$ cat src/design/fpp_pkg.sv
// ----------------------------------------------------------------------------
// fpp_pkg - shared types and constants of the framed packet parser
// Phase and status codes, the CRC-8/MAXIM byte update and the result record.
// ----------------------------------------------------------------------------
package fpp_pkg;

	localparam int MAX_PAYLOAD = 256;
	localparam int ADDR_W      = (MAX_PAYLOAD > 1) ? $clog2(MAX_PAYLOAD) : 1;
	localparam int RCV_W       = $clog2(MAX_PAYLOAD + 1);

	localparam logic [15:0] LEN_MAX = 16'(MAX_PAYLOAD);
	localparam logic [7:0]  SYNC_A  = 8'hAA;
	localparam logic [7:0]  SYNC_B  = 8'h55;
	localparam logic [7:0]  CRC_POLY = 8'h8C;

	typedef enum logic [3:0] {
		PH_SYNC_A  = 4'd0,
		PH_SYNC_B  = 4'd1,
		PH_VER     = 4'd2,
		PH_TYPE    = 4'd3,
		PH_SEQ     = 4'd4,
		PH_LEN_L   = 4'd5,
		PH_LEN_H   = 4'd6,
		PH_PAYLOAD = 4'd7,
		PH_CRC     = 4'd8
	} phase_t;

	typedef enum logic [1:0] {
		ST_NONE    = 2'd0,
		ST_GOOD    = 2'd1,
		ST_CRC_ERR = 2'd2,
		ST_DROP    = 2'd3
	} status_t;

	typedef struct packed {
		status_t     status;
		logic [7:0]  version;
		logic [7:0]  ftype;
		logic [7:0]  seqnum;
		logic [15:0] length;
		logic [31:0] good;
		logic [31:0] crc_err;
		logic [31:0] dropped;
		logic [31:0] bytes;
	} res_t;

	typedef struct packed {
		logic              we;
		logic [ADDR_W-1:0] addr;
		logic [7:0]        data;
	} wr_t;

	// reflected CRC-8, one bit per step
	function automatic logic [7:0] crc8_update(input logic [7:0] crc, input logic [7:0] b);
		logic [7:0] c;
		c = crc ^ b;
		for (int i = 0; i < 8; i++) begin
			c = c[0] ? ((c >> 1) ^ CRC_POLY) : (c >> 1);
		end
		return c;
	endfunction

endpackage

$ cat src/design/fpp_if.sv
// ----------------------------------------------------------------------------
// fpp_if - valid/ready channels of the framed packet parser
// Request channel (feed or read) and result channel.
// ----------------------------------------------------------------------------
interface fpp_req_if;
	logic       valid;
	logic       ready;
	logic       mode;
	logic [7:0] byte_in;
	logic [7:0] read_index;

	modport source(output valid, mode, byte_in, read_index, input ready);
	modport sink(input valid, mode, byte_in, read_index, output ready);
endinterface

interface fpp_res_if;
	logic        valid;
	logic        ready;
	logic [1:0]  status;
	logic [7:0]  frame_version;
	logic [7:0]  frame_type;
	logic [7:0]  frame_sequence;
	logic [15:0] frame_length;
	logic [7:0]  read_data;
	logic [31:0] good_frame_count;
	logic [31:0] crc_error_count;
	logic [31:0] dropped_count;
	logic [31:0] byte_count;

	modport source(output valid, status, frame_version, frame_type, frame_sequence,
		frame_length, read_data, good_frame_count, crc_error_count, dropped_count,
		byte_count, input ready);
	modport sink(input valid, status, frame_version, frame_type, frame_sequence,
		frame_length, read_data, good_frame_count, crc_error_count, dropped_count,
		byte_count, output ready);
endinterface

$ cat src/design/framed_packet_parser_crc8.sv
// ----------------------------------------------------------------------------
// framed_packet_parser_crc8 - sync/length frame parser with CRC-8/MAXIM check
// Finds AA 55 framed packets in a byte stream and serves stored payload bytes.
// ----------------------------------------------------------------------------
// Usage:
//   request: one item per handshake. mode 0 feeds byte_in to the parser,
//     mode 1 reads payload byte read_index from the payload store.
//   result: exactly one item per request item, in order: status, header
//     fields, read data and the four wrapping counters after that item.
// Throughput: one item per cycle unless result.ready stalls the pipe. The
//   parser state and CRC update for a byte close at its accept edge; the
//   payload store is a RAM written at the accept edge and read through its
//   registered port. An item's result passes the RAM read stage (stage 1),
//   then the output register, before result.valid shows it.
// Stall: with result.ready low the output register holds, the RAM stage may
//   still take one more item; request.ready drops only when both are full.
// Reset: the parser returns to the sync search, header fields and counters
//   clear. The payload store is not cleared; no clearing pass runs.
// ----------------------------------------------------------------------------
module framed_packet_parser_crc8 import fpp_pkg::*; (
	input  logic         clk,
	input  logic         arst_n,
	fpp_req_if.sink      request,
	fpp_res_if.source    result
);

	logic       acc;
	logic       adv_o;
	res_t       res;
	logic       rd_hit;
	wr_t        wr;
	logic [7:0] ram_rd;

	// stage 1: result waiting for RAM data
	logic       v_s1;
	res_t       res_s1;
	logic       hit_s1;

	// output register
	logic       v_q;
	res_t       res_q;
	logic [7:0] rd_q;

	assign adv_o         = !v_q || result.ready;
	assign request.ready = !v_s1 || adv_o;
	assign acc           = request.valid && request.ready;

	fpp_parse u_parse (
		.clk        (clk),
		.arst_n     (arst_n),
		.acc        (acc),
		.mode       (request.mode),
		.byte_in    (request.byte_in),
		.read_index (request.read_index),
		.res        (res),
		.rd_hit     (rd_hit),
		.wr         (wr)
	);

	// write and read never share an edge: one item per edge, one port each
	fpp_ram #(
		.DEPTH (MAX_PAYLOAD),
		.WIDTH (8)
	) u_ram (
		.clk   (clk),
		.we    (acc && wr.we),
		.waddr (wr.addr),
		.wdata (wr.data),
		.re    (acc && rd_hit),
		.raddr (ADDR_W'({8'h00, request.read_index})),
		.rdata (ram_rd)
	);

	always_ff @(posedge clk or negedge arst_n) begin
		if (!arst_n) begin
			v_s1 <= 1'b0;
		end else if (acc) begin
			v_s1 <= 1'b1;
		end else if (adv_o) begin
			v_s1 <= 1'b0;
		end
	end

	// RAM data holds while stage 1 waits, since no read issues without an accept
	always_ff @(posedge clk) begin
		if (acc) begin
			res_s1 <= res;
			hit_s1 <= rd_hit;
		end
	end

	always_ff @(posedge clk or negedge arst_n) begin
		if (!arst_n) begin
			v_q <= 1'b0;
		end else if (v_s1 && adv_o) begin
			v_q <= 1'b1;
		end else if (result.ready) begin
			v_q <= 1'b0;
		end
	end

	always_ff @(posedge clk) begin
		if (v_s1 && adv_o) begin
			res_q <= res_s1;
			rd_q  <= hit_s1 ? ram_rd : 8'h00;
		end
	end

	assign result.valid            = v_q;
	assign result.status           = res_q.status;
	assign result.frame_version    = res_q.version;
	assign result.frame_type       = res_q.ftype;
	assign result.frame_sequence   = res_q.seqnum;
	assign result.frame_length     = res_q.length;
	assign result.read_data        = rd_q;
	assign result.good_frame_count = res_q.good;
	assign result.crc_error_count  = res_q.crc_err;
	assign result.dropped_count    = res_q.dropped;
	assign result.byte_count       = res_q.bytes;

`ifndef SYNTHESIS
	a_s1_kept: assert property (@(posedge clk) disable iff (!arst_n)
		v_s1 && !adv_o |=> v_s1)
		else $error("stage 1 item lost while output stalled");

	a_ready_full: assert property (@(posedge clk) disable iff (!arst_n)
		!request.ready |-> v_s1 && v_q)
		else $error("request stalled with a free stage");

	a_read_quiet: assert property (@(posedge clk) disable iff (!arst_n)
		acc && request.mode |=> res_s1.status == ST_NONE)
		else $error("read item reported a frame status");

	a_bytes_step: assert property (@(posedge clk) disable iff (!arst_n)
		acc && !request.mode && v_s1 |=> res_s1.bytes == $past(res_s1.bytes) + 32'd1)
		else $error("byte counter did not advance by one");
`endif

endmodule

$ cat src/design/fpp_ram.sv
// ----------------------------------------------------------------------------
// fpp_ram - simple dual-port synchronous RAM
// One write port, one read port with registered data and read enable.
// ----------------------------------------------------------------------------
module fpp_ram #(
	parameter int DEPTH = 256,
	parameter int WIDTH = 8,
	localparam int AW   = (DEPTH > 1) ? $clog2(DEPTH) : 1
) (
	input  logic             clk,
	input  logic             we,
	input  logic [AW-1:0]    waddr,
	input  logic [WIDTH-1:0] wdata,
	input  logic             re,
	input  logic [AW-1:0]    raddr,
	output logic [WIDTH-1:0] rdata
);

	logic [WIDTH-1:0] mem [DEPTH];

	always_ff @(posedge clk) begin
		if (we) begin
			mem[waddr] <= wdata;
		end
	end

	// hold read data until the next enabled read
	always_ff @(posedge clk) begin
		if (re) begin
			rdata <= mem[raddr];
		end
	end

endmodule

$ cat src/design/fpp_parse.sv
// ----------------------------------------------------------------------------
// fpp_parse - frame parser state machine, CRC and counters
// Advances once per accepted item and issues payload store writes.
// ----------------------------------------------------------------------------
module fpp_parse import fpp_pkg::*; (
	input  logic       clk,
	input  logic       arst_n,
	input  logic       acc,
	input  logic       mode,
	input  logic [7:0] byte_in,
	input  logic [7:0] read_index,
	output res_t       res,
	output logic       rd_hit,
	output wr_t        wr
);

	phase_t           phase_q, phase_d;
	logic [7:0]       ver_q, typ_q, seq_q, crc_q;
	logic [15:0]      len_q;
	logic [RCV_W-1:0] rcv_q;
	logic [31:0]      good_q, cerr_q, drop_q, bytes_q;

	logic [7:0]       crc_d;
	logic [15:0]      len_d, len_full;
	logic [RCV_W-1:0] rcv_d, rcv_inc;
	logic [7:0]       crc_nx;

	assign crc_nx   = crc8_update((phase_q == PH_VER) ? 8'h00 : crc_q, byte_in);
	assign len_full = {byte_in, len_q[7:0]};
	assign rcv_inc  = rcv_q + 1'b1;
	assign rd_hit   = mode && ({8'h00, read_index} < len_q) && ({8'h00, read_index} < LEN_MAX);

	// next phase
	always_comb begin
		phase_d = phase_q;
		if (!mode) begin
			case (phase_q)
				PH_SYNC_A:  if (byte_in == SYNC_A) phase_d = PH_SYNC_B;
				PH_SYNC_B:  phase_d = (byte_in == SYNC_B) ? PH_VER : PH_SYNC_A;
				PH_VER:     phase_d = PH_TYPE;
				PH_TYPE:    phase_d = PH_SEQ;
				PH_SEQ:     phase_d = PH_LEN_L;
				PH_LEN_L:   phase_d = PH_LEN_H;
				PH_LEN_H: begin
					if (len_full > LEN_MAX) phase_d = PH_SYNC_A;
					else if (len_full == 16'h0000) phase_d = PH_CRC;
					else phase_d = PH_PAYLOAD;
				end
				PH_PAYLOAD: if (16'(rcv_inc) >= len_q) phase_d = PH_CRC;
				PH_CRC:     phase_d = PH_SYNC_A;
				default:    phase_d = PH_SYNC_A;
			endcase
		end
	end

	// datapath and result
	always_comb begin
		res.status   = ST_NONE;
		res.version  = ver_q;
		res.ftype    = typ_q;
		res.seqnum   = seq_q;
		res.length   = len_q;
		res.good     = good_q;
		res.crc_err  = cerr_q;
		res.dropped  = drop_q;
		res.bytes    = bytes_q;
		crc_d        = crc_q;
		len_d        = len_q;
		rcv_d        = rcv_q;
		wr.we        = 1'b0;
		wr.addr      = rcv_q[ADDR_W-1:0];
		wr.data      = byte_in;
		if (!mode) begin
			res.bytes = bytes_q + 32'd1;
			case (phase_q)
				PH_SYNC_A, PH_SYNC_B: begin
				end
				PH_VER: begin
					res.version = byte_in;
					crc_d       = crc_nx;
					rcv_d       = '0;
				end
				PH_TYPE: begin
					res.ftype = byte_in;
					crc_d     = crc_nx;
				end
				PH_SEQ: begin
					res.seqnum = byte_in;
					crc_d      = crc_nx;
				end
				PH_LEN_L: begin
					len_d = {8'h00, byte_in};
					crc_d = crc_nx;
				end
				PH_LEN_H: begin
					crc_d = crc_nx;
					if (len_full > LEN_MAX) begin
						res.dropped = drop_q + 32'd1;
						res.status  = ST_DROP;
						len_d       = 16'h0000;
						rcv_d       = '0;
					end else begin
						len_d = len_full;
					end
				end
				PH_PAYLOAD: begin
					wr.we = 1'b1;
					rcv_d = rcv_inc;
					crc_d = crc_nx;
				end
				PH_CRC: begin
					if (crc_q == byte_in) begin
						res.good   = good_q + 32'd1;
						res.status = ST_GOOD;
					end else begin
						res.crc_err = cerr_q + 32'd1;
						res.status  = ST_CRC_ERR;
					end
				end
				default: begin
					res.dropped = drop_q + 32'd1;
					res.status  = ST_DROP;
					len_d       = 16'h0000;
					rcv_d       = '0;
				end
			endcase
			res.length = len_d;
		end
	end

	always_ff @(posedge clk or negedge arst_n) begin
		if (!arst_n) begin
			phase_q <= PH_SYNC_A;
			ver_q   <= '0;
			typ_q   <= '0;
			seq_q   <= '0;
			len_q   <= '0;
			rcv_q   <= '0;
			crc_q   <= '0;
			good_q  <= '0;
			cerr_q  <= '0;
			drop_q  <= '0;
			bytes_q <= '0;
		end else if (acc) begin
			phase_q <= phase_d;
			ver_q   <= res.version;
			typ_q   <= res.ftype;
			seq_q   <= res.seqnum;
			len_q   <= len_d;
			rcv_q   <= rcv_d;
			crc_q   <= crc_d;
			good_q  <= res.good;
			cerr_q  <= res.crc_err;
			drop_q  <= res.dropped;
			bytes_q <= res.bytes;
		end
	end

endmodule

$ cat src/flat_wrapper.sv
// flat-port wrapper written by rule: the top's interface ports become plain ports
module framed_packet_parser_crc8_flat import fpp_pkg::*;
  (clk, arst_n, request_valid, request_mode, request_byte_in, request_read_index, request_ready, result_valid, result_status, result_frame_version, result_frame_type, result_frame_sequence, result_frame_length, result_read_data, result_good_frame_count, result_crc_error_count, result_dropped_count, result_byte_count, result_ready);
  fpp_req_if request_i ();
  fpp_res_if result_i ();
  input  logic clk;
  input  logic arst_n;
  input wire logic [$bits(request_i.valid)-1:0] request_valid;
  input wire logic [$bits(request_i.mode)-1:0] request_mode;
  input wire logic [$bits(request_i.byte_in)-1:0] request_byte_in;
  input wire logic [$bits(request_i.read_index)-1:0] request_read_index;
  output wire logic [$bits(request_i.ready)-1:0] request_ready;
  output wire logic [$bits(result_i.valid)-1:0] result_valid;
  output wire logic [$bits(result_i.status)-1:0] result_status;
  output wire logic [$bits(result_i.frame_version)-1:0] result_frame_version;
  output wire logic [$bits(result_i.frame_type)-1:0] result_frame_type;
  output wire logic [$bits(result_i.frame_sequence)-1:0] result_frame_sequence;
  output wire logic [$bits(result_i.frame_length)-1:0] result_frame_length;
  output wire logic [$bits(result_i.read_data)-1:0] result_read_data;
  output wire logic [$bits(result_i.good_frame_count)-1:0] result_good_frame_count;
  output wire logic [$bits(result_i.crc_error_count)-1:0] result_crc_error_count;
  output wire logic [$bits(result_i.dropped_count)-1:0] result_dropped_count;
  output wire logic [$bits(result_i.byte_count)-1:0] result_byte_count;
  input wire logic [$bits(result_i.ready)-1:0] result_ready;
  assign request_i.valid = request_valid;
  assign request_i.mode = request_mode;
  assign request_i.byte_in = request_byte_in;
  assign request_i.read_index = request_read_index;
  assign request_ready = request_i.ready;
  assign result_valid = result_i.valid;
  assign result_status = result_i.status;
  assign result_frame_version = result_i.frame_version;
  assign result_frame_type = result_i.frame_type;
  assign result_frame_sequence = result_i.frame_sequence;
  assign result_frame_length = result_i.frame_length;
  assign result_read_data = result_i.read_data;
  assign result_good_frame_count = result_i.good_frame_count;
  assign result_crc_error_count = result_i.crc_error_count;
  assign result_dropped_count = result_i.dropped_count;
  assign result_byte_count = result_i.byte_count;
  assign result_i.ready = result_ready;
  framed_packet_parser_crc8 u_core (.clk(clk), .arst_n(arst_n), .request(request_i), .result(result_i));
endmodule
$ cat config.mk
export PLATFORM = sky130hd
export DESIGN_NAME = framed_packet_parser_crc8_flat
export DESIGN_NICKNAME = d
export VERILOG_FILES = /design/src/design/fpp_pkg.sv /design/src/design/fpp_if.sv /design/src/design/framed_packet_parser_crc8.sv /design/src/design/fpp_ram.sv /design/src/design/fpp_parse.sv /design/src/flat_wrapper.sv
export SDC_FILE = /design/constraint.sdc
export NUM_CORES = 2
export LEC_CHECK = 0
export ABC_AREA = 1
export BUFFER_PORTS_ARGS = -buffer_cell sky130_fd_sc_hd__buf_2
export CAP_MARGIN = 20
export CORE_ASPECT_RATIO = 0.5
export CORE_MARGIN = 2
export CORE_UTILIZATION = 40
export DETAILED_ROUTE_END_ITERATION = 16
export PLACE_DENSITY = 0.54
export SYNTH_ARGS = -nofsm -noshare
export SYNTH_HDL_FRONTEND = slang
export SYNTH_SLANG_ARGS = --single-unit
$ cat constraint.sdc
create_clock -name clk -period 11.48 [get_ports clk]
set_input_delay 1.148 -clock clk [delete_from_list [all_inputs] [get_ports clk]]
set_output_delay 1.148 -clock clk [all_outputs]
set_load 0.01 [all_outputs]
=== Word-level counts from Yosys, hierarchy flattened ===
Memory sizes are Yosys's and may differ from the RTL's. A register that Yosys moved wholly into a read port is not among the register bits.
Index checks and enable logic that the tools add are counted.

* Bits in registers: 540
* Bits in writable memories: 2048
* Bits of input ports: 21
* Output and inout bits: 180
* Memories kept: 1

* Add/subtract/negate cells: 5
* $lt $le $gt $ge: 3
* Equality and inequality tests: 14
* Mux-type cells: 39
* Bitwise gates (word level): 11
* Reductions and logical operators: 22

{| class="wikitable"
|+ Memory list
! name !! depth !! width !! read ports !! clocked after Yosys merged registers in !! write ports !! RTL line !! RTL
|-
| u_core.u_ram.mem || 256 || 8 || 1 || 1 || 1 || fpp_ram.sv:19 || <nowiki>logic [WIDTH-1:0] mem [DEPTH];</nowiki>
|}

{| class="wikitable"
|+ Operator list
! operator !! count
|-
| 2-to-1 mux 168 bit || 1
|-
| adder 32 x 1 -> 32 bit, second input constant || 4
|-
| 2-to-1 mux 32 bit || 3
|-
| 2-to-1 mux 8 bit || 12
|-
| 2-to-1 mux 64 bit || 1
|-
| one-hot mux 32 bit (2 select lines) || 1
|-
| one-hot mux 16 bit (3 select lines) || 1
|-
| one-hot mux 4 bit (8 select lines) || 1
|-
| one-hot mux 9 bit (3 select lines) || 1
|-
| NOT 2 -> 3 bit || 8
|-
| == test 4 x 3 -> 1 bit, second input constant || 4
|-
| >= comparator 9 x 16 -> 1 bit || 1
|-
| greater-than comparator 16 x 9 -> 1 bit, second input constant || 1
|-
| zero test 16 bit || 1
|-
| < comparator 8 x 16 -> 1 bit || 1
|-
| 2-to-1 mux 16 bit || 1
|-
| 2-to-1 mux 4 bit || 4
|-
| OR reduction 7 bit || 2
|-
| OR reduction 6 bit || 2
|-
| adder 9 x 1 -> 9 bit, second input constant || 1
|-
| 2-to-1 mux 9 bit || 1
|-
| == test 4 x 2 -> 1 bit, second input constant || 2
|-
| == test 8 x 7 -> 1 bit, second input constant || 1
|-
| == test 8 bit || 1
|-
| 18 further kinds || 38
|}

=== Longest topological paths before layout ===
* Depth in word-level cells: 19
* Depth in mapped cells: 18

=== Hierarchy ===
A second synthesis with hierarchy kept.

* Cells, all modules: 9325
* Area, all modules: 107255.4 um^2

{| class="wikitable"
|+ Modules (own cells, without submodules)
! module !! instances !! cells an instance !! area each (um^2) !! sequential area each (um^2)
|-
| fpp_ram || 1 || 7003 || 83476.3 || 61739.2
|-
| fpp_parse || 1 || 1941 || 13127.6 || 4729.5
|-
| framed_packet_parser_crc8 || 1 || 381 || 10651.5 || 10530.1
|}

=== Worst setup path after synthesis ===
No wires, ideal clock.

* Kind: input-to-reg
* Start: in result_ready
* End: reg u_core.res_q (netlist bit u_core.result.byte_count[0]) (enable)
* Arrival time: 9.728 ns
* Data required time: 10.705 ns
* Slack: 0.977 ns
* Stages on the path: 2
* Cells stage by stage: inv_1 a21oi_1

* Longest elaborated chain between the ends: 2

{| class="wikitable"
|+ Ends and longest elaborated chain
! what !! RTL line !! RTL
|-
| start: declaration || flat_wrapper.sv:24 || <nowiki>input wire logic [$bits(result_i.ready)-1:0] result_ready;</nowiki>
|-
| logical OR 1 bit || framed_packet_parser_crc8.sv:44 || <nowiki>assign adv_o = !v_q || result.ready;</nowiki>
|-
| logical AND 1 bit || framed_packet_parser_crc8.sv:103 || <nowiki>if (v_s1 && adv_o) begin</nowiki>
|-
| end signal: assignment || framed_packet_parser_crc8.sv:104 || <nowiki>res_q <= res_s1;</nowiki>
|-
| end: declaration || framed_packet_parser_crc8.sv:41 || <nowiki>res_t res_q;</nowiki>
|}

Every way passes these cells.
A chain may end at the register's enable or synchronous reset.

=== Final worst setup path ===
* Start: reg u_core.v_q, in the netlist u_core.result.valid
* End: mem u_core.u_ram.mem[9][1] (enable)

* Longest elaborated chain between the ends: 7

{| class="wikitable"
|+ Ends and longest elaborated chain
! what !! RTL line !! RTL
|-
| start: declaration || framed_packet_parser_crc8.sv:40 || <nowiki>logic v_q;</nowiki>
|-
| start signal: assignment || framed_packet_parser_crc8.sv:94 || <nowiki>v_q <= 1'b0;</nowiki>
|-
| start signal: assignment || framed_packet_parser_crc8.sv:96 || <nowiki>v_q <= 1'b1;</nowiki>
|-
| start signal: assignment || framed_packet_parser_crc8.sv:98 || <nowiki>v_q <= 1'b0;</nowiki>
|-
| zero test 1 bit || framed_packet_parser_crc8.sv:44 ||
|-
| logical OR 1 bit || framed_packet_parser_crc8.sv:44 ||
|-
| logical OR 1 bit || framed_packet_parser_crc8.sv:45 || <nowiki>assign request.ready = !v_s1 || adv_o;</nowiki>
|-
| logical AND 1 bit || framed_packet_parser_crc8.sv:46 || <nowiki>assign acc = request.valid && request.ready;</nowiki>
|-
| logical AND 1 bit || framed_packet_parser_crc8.sv:66 || <nowiki>.we (acc && wr.we),</nowiki>
|-
| 2-to-1 mux 1 bit || fpp_ram.sv:22 || <nowiki>if (we) begin</nowiki>
|-
| 2-to-1 mux 1 bit (implied by the code) || fpp_ram.sv:23 || <nowiki>mem[waddr] <= wdata;</nowiki>
|-
| end: declaration || fpp_ram.sv:19 ||
|}

Every way passes these cells.

==> flow_summary.json <==
{
  "setup_violations": 0,
  "min_period_ps": 5000,
  "critPathMaxFanout": 42,
  "hp-class": "in2async",
  "end_kind": "flop",
  "hold_ws_ps": 305,
  "fin_setup_tns_ps": 0,
  "startpoint": "u_core.result.valid",
  "critPathLaunchType": "flop",
  "io_buffers": 200,
  "hpwl_mm": 172,
  "rsz0062_at_grt": "no",
  "combPwrFrac_pct": 11.7,
  "cts_resized": 0,
  "power_frac_seq_pct": 51.7,
  "synth_compound_area_share_pct": 1.19,
  "max_freq_mhz": 200,
  "p_clk_share_pct": 36.6,
  "final_nets": 9404,
  "p_leak_nw": 42.5,
  "io_pins": 201,
  "cts_made_buffers": 243,
  "layout-drive-gt1-share_pct": 7.59,
  "cts-root-buf": "clkbuf_16",
  "final_common_cell": "nand2_1",
  "grt-ovfl-total": 0,
  "hold_viol": 0,
  "synth_flop_cell": "edfxtp_1",
  "drt_iter0_drc": 7883,
  "synthCells": 9355,
  "start_util_pct": 40.1,
  "fp.dieW_um": 735,
  "p_sw_mw": 5.70,
  "max-cap-violations": 0,
  "synthXorXnorAreaFrac_pct": 0.837,
  "drt_wl_total_mm": 299,
  "fin_skew_ps": 48.5,
  "worstPathRequired_ps": 12000,
  "yosys_warnings": 0,
  "power.density_nw_per_um2": 181,
  "synth-simple-area-share_pct": 22.4,
  "clk_latency_ps": 890,
  "critPathKind": "reg2reg",
  "switching_share_pct": 26.6,
  "grt_usage_pct": 21.5,
  "clockBufferDepth": 4,
  "grt_pass1_vias": 66500,
  "status": "completed",
  "vias_per_cell": 5.38,
  "htree_num_levels": 4,
  "num_rows": 134,
  "synthMuxAreaShare_pct": 0,
  "ant_nets": 0,
  "place_congestion": 0.845,
  "drc_errors": 0,
  "synthArstFlopShare_pct": 7.36,
  "die_h_um": 369,
  "synth.cell_area_um2": 107000,
  "synth_top_family_by_area": "simple AND/OR/NAND/NOR gates",
  "layout_common_cells": "nand2_1, edfxtp_1, nand3_1, nor2_1, inv_1",
  "slew_headroom_pct": 17.9,
  "clock-sinks": 2596,
  "ir_drop_mv": 0.126,
  "ys_seq_area_share_pct": 72.1,
  "worstMarginPinSlew_ps": 1230,
  "path_clk_slew_ps": 70,
  "grt_max_degree": 217,
  "cts-hold-fix-buffers": 0,
  "yosys.area_share.adder_pct": 0.281,
  "slew_violations": 0,
  "yosysUniqueCellTypes": 40,
  "vias": 70300,
  "timing.rr.start": "u_core.result.valid",
  "coreArea_um2": 266000,
  "post-route-period-util_pct": 43.5,
  "p_int_mw": 15.7,
  "cts_tree": "done",
  "syn2layout_area_growth_pct": 11.2,
  "wl_per_cell_um": 22.9,
  "first_pass_iters": 6,
  "arrival_ps": 5520,
  "grt_first_pass_wirelength_mm": 442,
  "antenna_found_initial": 13,
  "die_area_um2": 271000,
  "postCtsSetupBuffers": 0,
  "synth_nets": 9400,
  "ys_ff_latch": 2596,
  "synth-edff-count": 2405,
  "synth_area_per_cell_um2": 11.4
}
cells in the mapped netlist (all sizes together) (13+ instances only):
| master | n | area share (%) |
|---|---|---|
| buf | 201 | 0.85 |
| o21ai | 178 | 0.83 |
| nand3 | 2170 | 10 |
| clkbuf | 348 | 1.2 |
| dfrtp | 191 | 4.5 |
| edfxtp | 2405 | 68 |
| nor2 | 402 | 1.5 |
| ha | 24 | 0.28 |
| a21oi | 26 | 0.13 |
| xnor2 | 17 | 0.14 |
| nand2 | 2837 | 10 |
| inv | 293 | 1.0 |
| o22ai | 13 | 0.076 |
| nor3 | 64 | 0.32 |
| nand4 | 43 | 0.25 |
| xor2 | 85 | 0.70 |
per-stage QoR:
step,instances,area [um^2],utilization (%),worst slack [ps],total power [mW]
4_1_cts,13100,119000,44.6,6450,21.6
3_5_place_dp,12700,111000,41.8,5560,13.8
5_1_grt,13100,119000,44.6,6220,22.2
3_3_place_gp,12600,111000,41.8,5580,13.8
6_report,13100,119000,44.6,6480,21.4
2_1_floorplan,9355,107000,-,977,12.7
power by group through the flow:
stage / logic [mW] / clock network, mW / registers (mW)
detailed placement: 2.50 / 0 / 11.3
CTS: 2.51 / 7.98 / 11.1
global placement: 2.48 / 0 / 11.3
finish: 2.51 / 7.84 / 11.1
floorplan: 1.42 / 0 / 11.2
global route: 2.76 / 8.34 / 11.1
sequential cells by signal (all words and copies together) (netlist names), 9 cells and up:
signal and flops:
u_core.u_ram.mem 2048, u_core.u_parse.len_q 16, u_core.u_parse.cerr_q 32, u_core.result.byte_count 32, u_core.result.frame_length 16, u_core.result.good_frame_count 32, u_core.result.dropped_count 32, u_core.result.crc_error_count 32
u_core.u_parse.good_q 32, u_core.res_s1 170, u_core.u_parse.bytes_q 32, u_core.u_parse.rcv_q 9, u_core.u_parse.drop_q 32
critical path, cell delays in order, from the launching register on:
cell and delay, ps:
dfrtp_1 430, nand3_1 210, nand2_4 360, nor2_2 250
inv_2 240, nor2_2 580, inv_2 330, nor3_2 600
nand2_1 760, nor2_1 800
kinds of logic after synthesis:
kind of cell	count (synthesis)
and+or+nand+nor	5551
DFF	2596
buffers and inverters	843
AOI/OAI and AO/OA	239
xor gates and xnor gates	102
adders and majority gates	24
per-layer routing:
metal  up-vias  track usage, %  share of wire [%]  wire [um]
met1     34700            32.1                 45     136000
met2      2529            33.7                 45     135000
li1      32700               -                  -          -
met3       395            2.86                7.2      21500
met5         -               0                  0          0
met4         0            4.80                2.2       6570
path summary, 6_finish.rpt:
check                                                endpoint  slack [ps]  depth (start not counted)
max                                    u_core.u_ram.mem[9][1]        6480                          9
min                                 u_core.u_parse.bytes_q[3]         310                          1
max reg2reg                            u_core.u_ram.mem[9][1]        6480                          9
min reg2reg                u_core.result.good_frame_count[20]         410                          0
max in group asynchronous           u_core.u_parse.good_q[23]        9780                          2
min in group clk           u_core.result.good_frame_count[20]         410                          0
area by class of cell:
cell class / count / area (um^2)
fillers: 24600 / 147000
flip-flops and latches: 2596 / 77000
multi-input cells: 5916 / 26500
clock buffers: 296 / 6410
well taps: 3536 / 4420
repair buffers: 308 / 2110
inverters: 294 / 1140
clock inverters: 135 / 1080
diodes: 1 / 2.50
Power figures use the tool's default switching activity.
